**src/rtl/cvl_pkg.sv**
```systemverilog
// ----------------------------------------------------------------------------
// cvl_pkg
// Shared types and constants of the compacting value list: sizes, opcodes,
// status codes, the controller states and the command broadcast to the cells.
// ----------------------------------------------------------------------------
package cvl_pkg;

    localparam int DEPTH       = 64;
    localparam int VALUE_W     = 32;
    localparam int IDX_W       = $clog2(DEPTH);
    localparam int CNT_W       = $clog2(DEPTH + 1);
    localparam int CAP_W       = 7;
    localparam int OPCODE_W    = 2;
    localparam int STATUS_W    = 2;
    localparam int FIDX_W      = 6;
    localparam int ECNT_W      = 7;

    // first-match tree: groups of cells encoded in the first level
    localparam int GROUP_SIZE  = 8;
    localparam int SUB_W       = $clog2(GROUP_SIZE);
    localparam int NUM_GROUPS  = (DEPTH + GROUP_SIZE - 1) / GROUP_SIZE;
    localparam int GIDX_W      = (NUM_GROUPS > 1) ? $clog2(NUM_GROUPS) : 1;
    localparam int PAD_W       = NUM_GROUPS * GROUP_SIZE;

    localparam int IN_TDATA_W  = ((OPCODE_W + VALUE_W + 7) / 8) * 8;
    localparam int RES_W       = STATUS_W + FIDX_W + ECNT_W + 2;
    localparam int OUT_TDATA_W = ((RES_W + 7) / 8) * 8;

    localparam logic [CAP_W-1:0] CAP_RESET = CAP_W'(64);

    localparam logic [OPCODE_W-1:0] OP_APPEND = 2'd0;
    localparam logic [OPCODE_W-1:0] OP_SEARCH = 2'd1;
    localparam logic [OPCODE_W-1:0] OP_DELETE = 2'd2;

    localparam logic [STATUS_W-1:0] STAT_DONE      = 2'd0;
    localparam logic [STATUS_W-1:0] STAT_FULL      = 2'd1;
    localparam logic [STATUS_W-1:0] STAT_NOT_FOUND = 2'd2;
    localparam logic [STATUS_W-1:0] STAT_EMPTY     = 2'd3;

    typedef enum logic [1:0] {
        S_IDLE,
        S_CMP,
        S_GRP,
        S_RES
    } state_t;

    // broadcast from the controller to every cell
    typedef struct packed {
        logic               append_en;
        logic               delete_en;
        logic [IDX_W-1:0]   pos;
        logic [CNT_W-1:0]   count;
        logic [VALUE_W-1:0] value;
    } cmd_t;

    // result item, status in the lowest bits
    typedef struct packed {
        logic                is_empty;
        logic                is_full;
        logic [ECNT_W-1:0]   entry_count;
        logic [FIDX_W-1:0]   found_index;
        logic [STATUS_W-1:0] status;
    } result_t;

endpackage

```
**src/rtl/cvl_cell.sv**
```systemverilog
// ----------------------------------------------------------------------------
// cvl_cell
// One list slot: holds a value, compares it against the broadcast value and
// takes the value of its upper neighbor when a delete closes a gap below it.
// ----------------------------------------------------------------------------
module cvl_cell (
    input  logic                        clk,
    input  logic [cvl_pkg::IDX_W-1:0]   idx,
    input  cvl_pkg::cmd_t               cmd,
    input  logic [cvl_pkg::VALUE_W-1:0] next_value,
    output logic [cvl_pkg::VALUE_W-1:0] value,
    output logic                        match
);
    import cvl_pkg::*;

    logic [VALUE_W-1:0] value_reg;
    logic [VALUE_W-1:0] value_next;
    logic               match_reg;
    logic               match_next;
    logic               in_use;

    always_comb
    begin
        in_use     = CNT_W'(idx) < cmd.count;
        match_next = in_use && (value_reg == cmd.value);
        value_next = value_reg;
        if (cmd.append_en && (CNT_W'(idx) == cmd.count))
        begin
            value_next = cmd.value;
        end
        else if (cmd.delete_en && (idx >= cmd.pos))
        begin
            // shift down from the neighbor above
            value_next = next_value;
        end
    end

    always_ff @(posedge clk)
    begin
        value_reg <= value_next;
        match_reg <= match_next;
    end

    assign value = value_reg;
    assign match = match_reg;

endmodule

```
**src/rtl/cvl_first_match.sv**
```systemverilog
// ----------------------------------------------------------------------------
// cvl_first_match
// Two-level priority encoder over the cell match flags: a registered first
// level per group of cells, then a small pick of the lowest hit group.
// ----------------------------------------------------------------------------
module cvl_first_match (
    input  logic                      clk,
    input  logic [cvl_pkg::DEPTH-1:0] match,
    output logic                      hit,
    output logic [cvl_pkg::IDX_W-1:0] index
);
    import cvl_pkg::*;

    logic [PAD_W-1:0]      padded;
    logic [NUM_GROUPS-1:0] grp_hit_reg;
    logic [NUM_GROUPS-1:0] grp_hit_next;
    logic [SUB_W-1:0]      grp_sub_reg  [NUM_GROUPS];
    logic [SUB_W-1:0]      grp_sub_next [NUM_GROUPS];
    logic [GIDX_W-1:0]     sel_grp;
    logic [SUB_W-1:0]      sel_sub;

    assign padded = PAD_W'(match);

    always_comb
    begin
        for (int g = 0; g < NUM_GROUPS; g++)
        begin
            grp_hit_next[g] = |padded[g*GROUP_SIZE +: GROUP_SIZE];
            grp_sub_next[g] = '0;
            // walk down so the lowest set flag wins
            for (int j = GROUP_SIZE - 1; j >= 0; j--)
            begin
                if (padded[g*GROUP_SIZE + j])
                begin
                    grp_sub_next[g] = SUB_W'(j);
                end
            end
        end
    end

    always_ff @(posedge clk)
    begin
        grp_hit_reg <= grp_hit_next;
        for (int g = 0; g < NUM_GROUPS; g++)
        begin
            grp_sub_reg[g] <= grp_sub_next[g];
        end
    end

    always_comb
    begin
        sel_grp = '0;
        sel_sub = '0;
        for (int g = NUM_GROUPS - 1; g >= 0; g--)
        begin
            if (grp_hit_reg[g])
            begin
                sel_grp = GIDX_W'(g);
                sel_sub = grp_sub_reg[g];
            end
        end
    end

    assign hit   = |grp_hit_reg;
    assign index = IDX_W'({sel_grp, sel_sub});

endmodule

```
**src/rtl/compacting_value_list.sv**
```systemverilog
// ----------------------------------------------------------------------------
// compacting_value_list
// Bounded list of unsigned values in insertion order with append, search and
// delete-first-match; deletes close the gap by shifting later entries down.
// ----------------------------------------------------------------------------
// The list lives in a row of 64 cells; every cell compares its value with the
// item's value in parallel and a two-level first-match encoder picks the
// lowest hit. An item goes through compare, group encode, then resolve and
// update in the same cycle, which writes its result into the output register,
// and the next item is accepted in the cycle after that, so the block holds
// one item at a time. A result waiting in the output register does not block
// the next item until that item's resolve step. The capacity register may be
// written at any time the block is idle; values above 64 act as 64.
module compacting_value_list (
    input  logic                            clk,
    input  logic                            rst_n,
    input  logic                            cfg_we,
    input  logic [cvl_pkg::CAP_W-1:0]       cfg_wdata,    // capacity
    input  logic                            s_tvalid,
    output logic                            s_tready,
    input  logic [cvl_pkg::IN_TDATA_W-1:0]  s_tdata,      // opcode, value
    output logic                            m_tvalid,
    input  logic                            m_tready,
    // status, found_index, entry_count, is_full, is_empty
    output logic [cvl_pkg::OUT_TDATA_W-1:0] m_tdata
);
    import cvl_pkg::*;

    state_t              state_reg;
    state_t              state_next;
    logic [CAP_W-1:0]    cap_reg;
    logic [CNT_W-1:0]    count_reg;
    logic [CNT_W-1:0]    count_next;
    logic [OPCODE_W-1:0] op_reg;
    logic [VALUE_W-1:0]  value_reg;
    logic                m_valid_reg;
    logic                m_valid_next;
    result_t             m_data_reg;
    result_t             res;

    logic                res_fire;
    logic                append_ok;
    logic                delete_ok;
    logic [CNT_W-1:0]    eff_cap;
    cmd_t                cmd;
    logic [DEPTH-1:0]    match;
    logic [VALUE_W-1:0]  cell_value [DEPTH];
    logic                hit;
    logic [IDX_W-1:0]    hit_index;

    // ---------------- cell row
    for (genvar i = 0; i < DEPTH; i++)
    begin : g_cell
        logic [VALUE_W-1:0] upper;
        if (i == DEPTH - 1)
        begin : g_top
            assign upper = cell_value[i];
        end
        else
        begin : g_mid
            assign upper = cell_value[i+1];
        end

        cvl_cell u_cell (
            .clk        (clk),
            .idx        (IDX_W'(i)),
            .cmd        (cmd),
            .next_value (upper),
            .value      (cell_value[i]),
            .match      (match[i])
        );
    end

    cvl_first_match u_first (
        .clk   (clk),
        .match (match),
        .hit   (hit),
        .index (hit_index)
    );

    // ---------------- controller
    always_comb
    begin
        state_next = state_reg;
        case (state_reg)
            S_IDLE:
            begin
                if (s_tvalid)
                begin
                    state_next = S_CMP;
                end
            end
            S_CMP:   state_next = S_GRP;
            S_GRP:   state_next = S_RES;
            S_RES:
            begin
                if (!m_valid_reg || m_tready)
                begin
                    state_next = S_IDLE;
                end
            end
            default: state_next = S_IDLE;
        endcase
    end

    always_comb
    begin
        s_tready = 1'b0;
        res_fire = 1'b0;
        case (state_reg)
            S_IDLE:  s_tready = 1'b1;
            S_RES:   res_fire = !m_valid_reg || m_tready;
            default:
            begin
                s_tready = 1'b0;
                res_fire = 1'b0;
            end
        endcase
    end

    // ---------------- resolve
    always_comb
    begin
        eff_cap = (cap_reg > CAP_W'(DEPTH)) ? CNT_W'(DEPTH) : CNT_W'(cap_reg);
    end

    always_comb
    begin
        append_ok       = 1'b0;
        delete_ok       = 1'b0;
        res.status      = STAT_DONE;
        res.found_index = '0;
        count_next      = count_reg;
        case (op_reg)
            OP_APPEND:
            begin
                if (count_reg >= eff_cap)
                begin
                    res.status = STAT_FULL;
                end
                else
                begin
                    append_ok  = 1'b1;
                    count_next = count_reg + 1'b1;
                end
            end
            OP_SEARCH:
            begin
                if (hit)
                begin
                    res.found_index = FIDX_W'(hit_index);
                end
                else
                begin
                    res.status = STAT_NOT_FOUND;
                end
            end
            OP_DELETE:
            begin
                if (count_reg == '0)
                begin
                    res.status = STAT_EMPTY;
                end
                else if (hit)
                begin
                    delete_ok       = 1'b1;
                    res.found_index = FIDX_W'(hit_index);
                    count_next      = count_reg - 1'b1;
                end
                else
                begin
                    res.status = STAT_NOT_FOUND;
                end
            end
            default:
            begin
                res.status = STAT_DONE;
            end
        endcase
        res.entry_count = ECNT_W'(count_next);
        res.is_full     = count_next >= eff_cap;
        res.is_empty    = count_next == '0;
    end

    always_comb
    begin
        cmd.append_en = res_fire && append_ok;
        cmd.delete_en = res_fire && delete_ok;
        cmd.pos       = hit_index;
        cmd.count     = count_reg;
        cmd.value     = value_reg;
    end

    always_comb
    begin
        m_valid_next = m_valid_reg;
        if (res_fire)
        begin
            m_valid_next = 1'b1;
        end
        else if (m_tready)
        begin
            m_valid_next = 1'b0;
        end
    end

    // ---------------- registers
    always_ff @(posedge clk or negedge rst_n)
    begin
        if (!rst_n)
        begin
            state_reg   <= S_IDLE;
            cap_reg     <= CAP_RESET;
            count_reg   <= '0;
            m_valid_reg <= 1'b0;
        end
        else
        begin
            state_reg   <= state_next;
            m_valid_reg <= m_valid_next;
            if (cfg_we)
            begin
                cap_reg <= cfg_wdata;
            end
            if (res_fire)
            begin
                count_reg <= count_next;
            end
        end
    end

    always_ff @(posedge clk)
    begin
        if (s_tvalid && s_tready)
        begin
            op_reg    <= s_tdata[OPCODE_W-1:0];
            value_reg <= s_tdata[OPCODE_W +: VALUE_W];
        end
        if (res_fire)
        begin
            m_data_reg <= res;
        end
    end

    assign m_tvalid = m_valid_reg;
    assign m_tdata  = OUT_TDATA_W'(m_data_reg);

`ifndef NO_ASSERTIONS
    a_count_bound: assert property (@(posedge clk) disable iff (!rst_n)
        count_reg <= CNT_W'(DEPTH))
        else $error("entry count above depth");

    a_append_grows: assert property (@(posedge clk) disable iff (!rst_n)
        res_fire && append_ok |=> count_reg == CNT_W'($past(count_reg) + 1'b1))
        else $error("accepted append did not grow the list");

    a_full_flag: assert property (@(posedge clk) disable iff (!rst_n)
        m_valid_reg && (m_data_reg.status == STAT_FULL) |-> m_data_reg.is_full)
        else $error("refused append without full flag");

    a_one_at_a_time: assert property (@(posedge clk) disable iff (!rst_n)
        s_tvalid && s_tready |=> !s_tready ##1 !s_tready ##1 !s_tready)
        else $error("item accepted while one is in flight");
`endif

endmodule
```
**config.mk**
```make
export PLATFORM = sky130hd
export DESIGN_NAME = compacting_value_list
export DESIGN_NICKNAME = d
export VERILOG_FILES = /design/src/rtl/cvl_pkg.sv /design/src/rtl/cvl_cell.sv /design/src/rtl/cvl_first_match.sv /design/src/rtl/compacting_value_list.sv
export SDC_FILE = /design/constraint.sdc
export NUM_CORES = 2
export LEC_CHECK = 0
export BUFFER_PORTS_ARGS = -buffer_cell sky130_fd_sc_hd__buf_4
export CAP_MARGIN = 20
export CORE_MARGIN = 10
export CORE_UTILIZATION = 40
export DETAILED_ROUTE_END_ITERATION = 7
export SLEW_MARGIN = 15
export SYNTH_ARGS = -nofsm -noshare
export SYNTH_HDL_FRONTEND = slang
export SYNTH_SLANG_ARGS = --single-unit
```
**constraint.sdc**
```tcl
create_clock -name clk -period 18.5 [get_ports clk]
set_input_delay 1.85 -clock clk [delete_from_list [all_inputs] [get_ports clk]]
set_output_delay 1.85 -clock clk [all_outputs]
set_load 0.01 [all_outputs]
```
==> flow_summary.toml <==
[global_routing]
grt_pass1_vias = 70164
grt_usage = 0.213
overflow = 0
antenna_found_initial = 8
grt_pass1_wl_microns = 505000
grt_max_degree = 83

[sta]
hold_violations = 0
max_freq_mhz = 177
rsz0062_at_grt = "false"
timing.slew.headroom = 0.210
slew_violations = 0
worstMarginPinSlew_ns = 1.18
setup_violations = 0
finalCritPeriodShare = 0.306
layout_setup_ws_ns = 12.85
setup_tns_ns = 0
hold_slack_ns = 0.451
fin_crit_ns = 5.65
fin_worst_skew_ns = 0.0788

[drt]
via_per_inst = 5.56
drc_errors = 0
ant_nets = 0
drt_wl_total_microns = 350000
drt_iter0_drc = 6046
wl_per_cell_microns = 28.4
vias = 68623
dr.pass1.iters = 5

[logic_synthesis]
synth-edff-count = 2099
ys_warn_count = 0
synth_cell_type_count = 78
synth_seq_area_share = 0.558
synth_ff_type = "edfxtp_1"
async_flop_share = 0.00769
syn_avg_cell_area_sq_um = 14.0
synth-seq-cells = 2212
synth_area_sq_um = 117000
synth_cells = 8340

[cts]
cts_htree_levels = 4
cts_tree = "done"
post_cts_buffers = 0
path_clk_slew_ns = 0.06
clk_path_buf_depth = 4
cts_root_buffer = "clkbuf_16"
cts_sinks = 2212
clock_latency_ns = 0.94
cts.hold.buffers_added = 0
cts_buffers = 241
cts_resized = 0

[critical_path]
worstSetupPathType = "flip-flop to flip-flop"
cp.arrival_ns = 6.18
start_kind = "flip-flop"
cp-end-kind = "flip-flop"
r2r_start = "count_reg[0]"
worst_ep_required_time_ns = 19.02
crit_start = "count_reg[0]"
path_max_fanout = 33

[place]
place_congestion = 0.914
dp.final_hpwl_microns = 239000
io_buffers = 64
pre_cts_ws_ns = 12.19
dpl-instance-area_sq_um = 122000

[floorplanning]
initial_core_util = 0.402
core_area_sq_um = 291000
pin_count = 78
die_h_microns = 561
rows = 198
fp.dieW_microns = 561
die_area_sq_um = 315000

[finish]
layout_common_cells = "edfxtp_1, mux2_2, xor2_1, xnor2_1, nor4_1"
final_common_cell = "edfxtp_1"
area_growth_syn_to_layout_pct = 11.3
num-nets-final = 8312
drive_above_1_share = 0.327
fin_area_sq_um = 130000
largest_reg_flops = 2048

[worst_hold_path]
worstHoldPathType = "flip-flop to flip-flop"
hold_start = "g_cell[56].u_cell.match"

[run_status]
status = "finished clean"

[power]
pwr-share-clk = 0.399
seq_power_share = 0.450
powerDensity_nw_per_um2 = 93.4
comb_power_share = 0.151
internal_power_mw = 8.78
p_sw_mw = 3.39
total_leakage_power_nw = 40.4
power_mw = 12.2
peakVddDrop_v = 0.0000975
swShare = 0.279

[job]
maxCapViolCount = 0
-- final timing paths --
check                                             to  slack, ns  cells past startpoint
max in group asynchronous                 cap_reg[6]      17.42                      1
setup / recovery           g_cell[6].u_cell.value[6]      12.85                     12
min in group asynchronous               state_reg[0]       0.82                      1
hold / removal             u_first.grp_sub_reg[1][9]       0.45                      1
setup reg to reg           g_cell[6].u_cell.value[6]      12.85                     12
hold reg to reg            u_first.grp_sub_reg[1][9]       0.45                      1
-- layer usage --
layer,up-vias,wire (microns),GRT usage
met5,-,145,0.00256
met1,35054,151000,0.289
met4,10,14600,0.0774
met3,621,23300,0.0401
met2,2381,160000,0.342
li1,30557,-,-
-- synthesized netlist by cell type, drive strengths merged, types with 18 or more instances --
library cell	instances	area share
xnor2	817	0.061
nand3	84	0.0036
edfxtp	2099	0.54
buf	397	0.016
a21oi	45	0.0019
inv	34	0.0011
mux2	2025	0.19
ha	25	0.0027
nor3	83	0.0038
dfxtp	96	0.016
nor2	120	0.0040
xor2	1232	0.092
clkbuf	299	0.0096
o2111ai	18	0.0013
nor2b	22	0.0012
o21ai	55	0.0024
nand4	241	0.013
nand2	108	0.0035
nor4	368	0.020
-- critical path: stages (launching register included) --
cell	delay (ns)
dfrtp_1	0.36
buf_4	0.22
inv_1	0.51
ha_1	0.34
nor2b_1	0.10
o21ai_0	0.15
a211oi_2	0.64
and2_1	0.22
buf_4	0.44
nand2_2	0.36
buf_4	0.35
nor2_4	0.76
a31o_2	0.77
-- power groups by stage --
stage	registers, mW	logic, mW	clock network [mW]
2_1_floorplan	5.59	1.10	0
3_3_place_gp	5.59	1.82	0
3_5_place_dp	5.59	1.82	0
4_1_cts	5.48	1.83	4.92
5_1_grt	5.48	1.94	5.12
6_report	5.48	1.84	4.85
-- final cells by class --
| class | count | area, sq um |
|---|---|---|
| antenna | 10 | 25.0 |
| fill | 25715 | 161000 |
| multi-input combinational | 5404 | 49100 |
| timing repair buffer | 342 | 2950 |
| tap | 3900 | 4880 |
| clock inverter | 128 | 1310 |
| sequential | 2212 | 65400 |
| inverter | 34 | 128 |
| clock buffer | 311 | 6470 |
-- kinds of logic after synthesis --
kind of cell	share of synthesized area
multiplexers	0.195
XOR/XNOR	0.153
buffers and inverters	0.0262
other	0.0000320
flip-flops	0.558
AND/OR/NAND/NOR	0.0522
AO/OA/AOI/OAI	0.0122
adder cells (fa/ha/maj)	0.00277
-- through the flow --
| step | utilization | instances |
|---|---|---|
| floorplan | - | 8346 |
| global route | 0.447 | 12333 |
| detailed placement | 0.420 | 11888 |
| CTS | 0.447 | 12327 |
| global placement | 0.420 | 11886 |
| finish | 0.447 | 12341 |
Note: power is estimated with default switching activity, not from simulation.
